==> config.mk <==
export PLATFORM = sky130hd
export DESIGN_NAME = boae_ram
export DESIGN_NICKNAME = d
export VERILOG_FILES = /design/src/design/boae_ram.sv
export SDC_FILE = /design/constraint.sdc
export NUM_CORES = 1
export LEC_CHECK = 0
export BUFFER_PORTS_ARGS = -buffer_cell sky130_fd_sc_hd__buf_2
export CAP_MARGIN = 20
export CORE_UTILIZATION = 46
export DETAILED_ROUTE_END_ITERATION = 10
export MAX_ROUTING_LAYER = met4
export PLACE_DENSITY = 0.62
export SKIP_CTS_REPAIR_TIMING = 1
export SLEW_MARGIN = 20
export SYNTH_ARGS = -nofsm -noshare
export SYNTH_HDL_FRONTEND = slang
export SYNTH_SLANG_ARGS = --single-unit
==> constraint.sdc <==
create_clock -name clk -period 1.44 [get_ports clk]
set_input_delay 0.072 -clock clk [delete_from_list [all_inputs] [get_ports clk]]
set_output_delay 0.072 -clock clk [all_outputs]
set_load 0.02 [all_outputs]
==> src/design/boae_ram.sv <==
// Generic single-port-write, single-port-read RAM with registered read data.
// Used for the per-channel oscillator state; no dependencies.
module boae_ram #(
  parameter int WIDTH = 8,
  parameter int DEPTH = 16
) (
  input  logic                                   clk,
  input  logic                                   we,
  input  logic [(DEPTH > 1 ? $clog2(DEPTH) : 1)-1:0] waddr,
  input  logic [WIDTH-1:0]                       wdata,
  input  logic                                   re,
  input  logic [(DEPTH > 1 ? $clog2(DEPTH) : 1)-1:0] raddr,
  output logic [WIDTH-1:0]                       rdata
);

  logic [WIDTH-1:0] mem [DEPTH];

  always_ff @(posedge clk) begin
    if (we) begin
      mem[waddr] <= wdata;
    end
    if (re) begin
      rdata <= mem[raddr];
    end
  end

endmodule
Yosys cells after proc, flatten, opt, wreduce, memory -nomap -nowiden. Memory sizes are Yosys's and may differ from the RTL's. A register that Yosys moved wholly into a read port is not among the register bits. Cells that the tools add are included.

Output and inout bits: 8. Bits of input ports: 19. Register bits: 0. RAM bits: 128. Memories kept: 1.

Memories: mem (depth 16, bits a word 8, rd ports 1, clocked after memory_dff 1, write ports 1, RTL line 16) `logic [WIDTH-1:0] mem [DEPTH];`.

Mux-type cells: 2.

Operators by type and width (number): two-way mux 1 bit (2).

Logic depth before layout (Yosys ltp). Gate-level depths: netlist (run 1).

Depth in word-level cells: 2. Mapped depth: 5. Depth with buffers taken out: 3.

Worst setup path before layout (run 1). OpenSTA, ideal clock, no wires.

Path kind: input port to flip-flop. Start: input waddr[2] (netlist name). End: memory mem[0][0], enable pin. Buffers on the path: 0. Arrival time: 1.182 ns. Path slack: -0.125 ns. Cell stages on the path: 2. Cells stage by stage: or3b_2 > nor3_1.

RTL lines: start: declaration (RTL line 9) `input logic [(DEPTH > 1 ? $clog2(DEPTH) : 1)-1:0] waddr,`; end: declaration (RTL line 16).

No word-level cell before the write port.

==> impl_metrics.csv, run 1 <==
group,metric,value,unit
timing,finalHoldViolCount,0,
logic_synthesis,seq_area_frac_synth,0.781,
final_layout,fin_area,6370,sq um
route,drtIter0Drc,166,
grt,grt_pass1_vias,2634,
clock_network,cts_made_buffers,17,
worst_setup_path,cp_data_required_time,1.61,ns
worst_setup_path,crit_fanout,1,
status,status,"finished clean",
floorplan,initial_utilization,0.478,
logic_synthesis,synth_area_leaders,"edfxtp_1 78%, mux4_2 7.8%, mux4_1 7.0%",
logic_synthesis,synthCells,229,
power_and_ir_drop,irDropWorstVdd,0.763,mV
clock_network,htreeDepth,4,
worst_setup_path,critical_path_class,"reg2reg",
worst_setup_path,arrival,1.57,ns
route,routed-via-count,2471,
grt,grt_usage,0.197,
timing,tightest_slew,0.925,ns
logic_synthesis,syn_area,5230,sq um
worst_setup_path,path_cells,"mux4_2, a22oi_2, nand2_1",
worst_setup_path,crit_path_start_kind,"register",
route,drc,0,
job,max_cap_violations,0,
timing,relSlewSlack,0.381,
worst_setup_path,worst_path_max_delay_cell,"mux4_2",
route,drtAntennaViolNets,0,
power_and_ir_drop,cellLeakagePower,2.13,nW
floorplan,dieWidth,109,um
timing,fmax,712,MHz
grt,grt_pass1_wl,15.2,mm
route,wl_per_cell,22.6,um
worst_setup_path,path_delay_family,"multiplexers",
placement,dp_hpwl,6.46,mm
hold_path,min_path_type,"in2reg",
clock_network,clk_latency,0.41,ns
logic_synthesis,synth_edf_count,136,
timing,skew,0.00892,ns
placement,post_dp_cell_area,5710,sq um
final_layout,drive_gt1_frac,0.408,
final_layout,fillers,818,
placement,gp_congestion,0.718,
route,viasPerCell,5.57,
worst_setup_path,slowest_delay,0.48,ns
logic_synthesis,synth_top_area_frac,0.781,
floorplan,dieArea,11800,sq um
timing,whs,0.0298,ns
final_layout,syn2layout_area_growth,21.8,%
worst_setup_path,crit_path_end_kind,"register",
floorplan,ios,27,
clock_network,clockBufferDepth,2,
placement,numPortBuffers,26,
floorplan,core_area,10900,sq um
route,dr.pass1.iters,6,
clock_network,clock_sinks,136,
timing,fin_crit_sh,0.975,
timing,fin_crit,1.40,ns
power_and_ir_drop,power_density,1500,nW/um^2
logic_synthesis,synthTopCellsByCount,"136 x edfxtp_1, 18 x mux4_2, 16 x a22oi_1",
grt,grt_max_degree,17,
final_layout,antenna_cells,0,
logic_synthesis,synthMostInstantiatedCell,"edfxtp_1",
floorplan,die_h,109,um
worst_setup_path,path_buf_inv,0,
logic_synthesis,synth_ff_type,"edfxtp_1",
timing,slew_viol_final,0,
clock_network,cts-root-buf,"clkbuf_16",
logic_synthesis,synth.distinct_cells,18,
timing,setup_viol_count_final,0,
clock_network,tritoncts,"built",
clock_network,clk_pin_slew,0.06,ns
logic_synthesis,synth.largest_area_cell,"edfxtp_1",
final_layout,final_core_util,0.582,
logic_synthesis,synth_nets,248,
grt,overflow,0,
logic_synthesis,postSynthAreaPerCell,22.8,sq um
route,wl,10.1,mm
final_layout,nNetsFinal,311,
timing,rsz0062_at_grt,"yes",
logic_synthesis,synth_warnings,0,
final_layout,finalNonFillerCells,444,
grt,antenna_found_initial,0,
floorplan,rows,38,
logic_synthesis,async_flop_share,0,
placement,place_inst,413,
logic_synthesis,ys_ff_latch,136,
[through the flow]
stage	power, mW	setup slack, ns	setup TNS (ns)
global placement	5.01	-0.221	-1.21
finish	9.54	0.0354	0
floorplan	4.81	0.0856	0
detailed placement	5.02	-0.214	-1.25
global route	9.82	-0.0284	-0.0360
CTS	9.58	-0.0709	-0.147
[flip-flops by register name, indices dropped and copies added (netlist names)]
name   count
rdata      8
mem      128
[cells by family (layout without fill, tap and decap cells)]
group / after synthesis / count (layout) / synth area share
compound gates: 16 / 16 / 0.0230
buf+inv: 10 / 85 / 0.0165
flops: 136 / 136 / 0.781
mux: 32 / 32 / 0.148
simple gates: 35 / 35 / 0.0314
[area by class of cell]
cell class | instances | area (sq um) | area share
clock buffers | 18 | 429 | 0.0674
repair buffers | 54 | 390 | 0.0613
flip-flops and latches | 136 | 4080 | 0.641
multi-input cells | 83 | 1080 | 0.170
well taps | 140 | 175 | 0.0275
clock inverters | 13 | 204 | 0.0320
[layout by cell type (no fill, tap or decap), types with 2 or more instances in the layout]
cell and n:
nand2_1 9, buf_4 24, buf_2 26, buf_12 4
nor2_1 13, a22oi_2 12, bufinv_16 5, mux4_2 28
nand2b_1 2, edfxtp_1 136, nand3b_1 2, nor3_1 3
mux4_1 4, a22oi_1 4, clkinvlp_4 5, clkinv_1 2
clkbuf_16 17
[final timing paths]
path	start	endpoint	slack, ns	cells after the start
setup / recovery	mem[2][7]	rdata[7]	0.04	3
hold / removal	re	rdata[7]	0.03	1
setup reg to reg	mem[2][7]	rdata[7]	0.04	3
hold reg to reg	mem[14][0]	rdata[0]	0.75	3
[layer usage]
layer / routed length, um / global-route usage
met1: 4430 / 0.255
met4: 73 / 0.0888
met3: 442 / 0.0392
met5: 0 / -
met2: 5110 / 0.303
[power breakdown]
part / total (mW) / internal (mW) / switching (mW)
clock: 4.57 / 3.05 / 1.53
sequential: 4.49 / 4.46 / 0.0242
combinational: 0.475 / 0.206 / 0.269
total: 9.54 / 7.72 / 1.82
(Power assumes the default switching activity.)
==> run 2: changes to the inputs <==
--- a/config.mk
+++ b/config.mk
@@ -7,6 +7,7 @@
 export LEC_CHECK = 0
 export BUFFER_PORTS_ARGS = -buffer_cell sky130_fd_sc_hd__buf_2
 export CAP_MARGIN = 20
+export CORE_ASPECT_RATIO = 0.75
 export CORE_UTILIZATION = 46
 export DETAILED_ROUTE_END_ITERATION = 10
 export MAX_ROUTING_LAYER = met4
==> impl_metrics.csv, run 2 (same netlist as run 1, synthesis figures left out) <==
group,metric,value,unit
timing,fmax,708,MHz
final_layout,nNetsFinal,307,
clock_network,clockBufferDepth,2,
worst_setup_path,critical_path_class,"reg2reg",
timing,setup_viol_count_final,0,
power_and_ir_drop,p_comb_frac,0.051,
grt,grt_max_degree,25,
timing,tightest_slew,0.866,ns
grt,overflow,0,
power_and_ir_drop,irDropWorstVdd,1.13,mV
clock_network,cts-root-buf,"clkbuf_16",
clock_network,clk_latency,0.41,ns
timing,fin_crit,1.41,ns
hold_path,holdPathStages,1,
worst_setup_path,cp_data_required_time,1.59,ns
floorplan,rows,33,
route,viasPerCell,5.59,
power_and_ir_drop,power.switching,1.82,mW
floorplan,die_h,94.3,um
floorplan,ios,27,
route,drtAntennaViolNets,0,
timing,skew,0.0102,ns
final_layout,fillers,825,
final_layout,largest_reg_flops,128,
final_layout,layout_commonest_cell,"edfxtp_1",
final_layout,multi_input_area,1090,sq um
final_layout,syn2layout_area_growth,20.2,%
placement,dp_hpwl,6.54,mm
floorplan,dieWidth,125,um
grt,grt_pass1_wl,15.3,mm
worst_setup_path,r2r-end,"rdata[6]",
worst_setup_path,crit_path_start_kind,"register",
final_layout,reg_top3,"mem: 128 flops, rdata: 8 flops",
final_layout,seq_area,4080,sq um
final_layout,drive_gt1_frac,0.385,
route,dr.pass1.iters,6,
timing,fin_crit_sh,0.981,
final_layout,layout_common_cells,"136 x edfxtp_1, 26 x buf_2, 25 x mux4_2, 21 x buf_4, 17 x clkbuf_16",
route,drc,0,
power_and_ir_drop,cellLeakagePower,2.10,nW
route,routed-via-count,2465,
worst_setup_path,r2r_start,"mem[15][6]",
power_and_ir_drop,switching_share,0.198,
timing,slew_viol_final,0,
route,wl_per_cell,22.5,um
route,wl,9.94,mm
final_layout,regMostFlops,"mem",
clock_network,clk_pin_slew,0.06,ns
worst_setup_path,arrival,1.56,ns
power_and_ir_drop,pwr-share-clk,0.460,
status,status,"finished clean",
placement,gp_congestion,0.702,
floorplan,initial_utilization,0.476,
worst_setup_path,crit_path_end_kind,"register",
floorplan,core_area,11000,sq um
route,drtIter0Drc,244,
power_and_ir_drop,finalPower,9.18,mW
clock_network,htreeDepth,4,
timing,finalHoldViolCount,0,
worst_setup_path,reg2reg_slack,0.03,ns
job,max_cap_violations,0,
grt,grt_pass1_vias,2455,
placement,numPortBuffers,26,
floorplan,dieArea,11800,sq um
clock_network,clock_sinks,136,
timing,whs,0.0284,ns
worst_setup_path,r2r_cells,3,
clock_network,tritoncts,"built",
worst_setup_path,crit_fanout,1,
worst_setup_path,endpoint,"rdata[6]",
clock_network,cts_made_buffers,17,
power_and_ir_drop,p_int,7.36,mW
final_layout,antenna_cells,0,
hold_path,min_path_type,"in2reg",
grt,grt_usage,0.196,
worst_setup_path,crit_start,"mem[15][6]",
timing,rsz0062_at_grt,"yes",
grt,antenna_found_initial,0,
power_and_ir_drop,power_density,1460,nW/um^2
timing,relSlewSlack,0.421,
power_and_ir_drop,seqPwrFrac,0.489,
-- run 2: changes by cell type in the layout (fill, tap and decap cells not counted) --
| cell | change |
|---|---|
| a22oi_1 | +1 |
| a22oi_2 | -1 |
| buf_12 | -1 |
| buf_4 | -3 |
| bufinv_16 | -2 |
| clkinv_1 | +2 |
| clkinv_2 | +2 |
| clkinv_4 | +1 |
| clkinvlp_4 | -3 |
| inv_6 | +1 |
| mux4_1 | +3 |
| mux4_2 | -3 |
| nand2_1 | -1 |
| nand2_2 | +1 |
-- run 2: worst min-delay path by stage --
stage,from,endpoint
floorplan,wdata[0],mem[0][0]
global placement,re,rdata[7]
detailed placement,re,rdata[7]
CTS,re,rdata[7]
global route,re,rdata[7]
finish,re,rdata[7]
-- run 2: worst max-delay path, stage by stage, from the launching register on --
cell and delay [ns]:
edfxtp_1 0.36, mux4_2 0.52, a22oi_2 0.18, nand2_1 0.09
-- run 2: per-stage QoR --
stage	instance area, sq um	utilization	setup slack, ns	std cells	setup TNS (ns)
floorplan	5230	-	0.0856	229	0
CTS	6250	0.569	-0.0536	441	-0.126
finish	6290	0.572	0.0270	441	0
global placement	5670	0.516	-0.221	409	-1.21
global route	6290	0.572	-0.0216	441	-0.0345
detailed placement	5670	0.516	-0.241	409	-1.33
-- run 2: per-layer routing --
metal | share of wire | track usage
met1 | 0.49 | 0.282
met2 | 0.45 | 0.269
met3 | 0.054 | 0.0587
met4 | 0.0077 | 0.0579
met5 | 0 | -
-- run 2: power by group through the flow --
| stage | Clock [mW] | Combinational (mW) | Sequential (mW) |
|---|---|---|---|
| 2_1_floorplan | 0 | 0.225 | 4.58 |
| 3_3_place_gp | 0 | 0.442 | 4.56 |
| 3_5_place_dp | 0 | 0.450 | 4.57 |
| 4_1_cts | 4.29 | 0.452 | 4.48 |
| 5_1_grt | 4.46 | 0.510 | 4.49 |
| 6_report | 4.23 | 0.469 | 4.48 |
-- run 2: area by class of cell --
class	instances	share of cell area
Clock buffer	18	0.0683
Clock inverter	14	0.0249
Multi-Input combinational cell	83	0.174
Sequential cell	136	0.650
Tap cell	140	0.0279
Timing Repair Buffer	50	0.0553
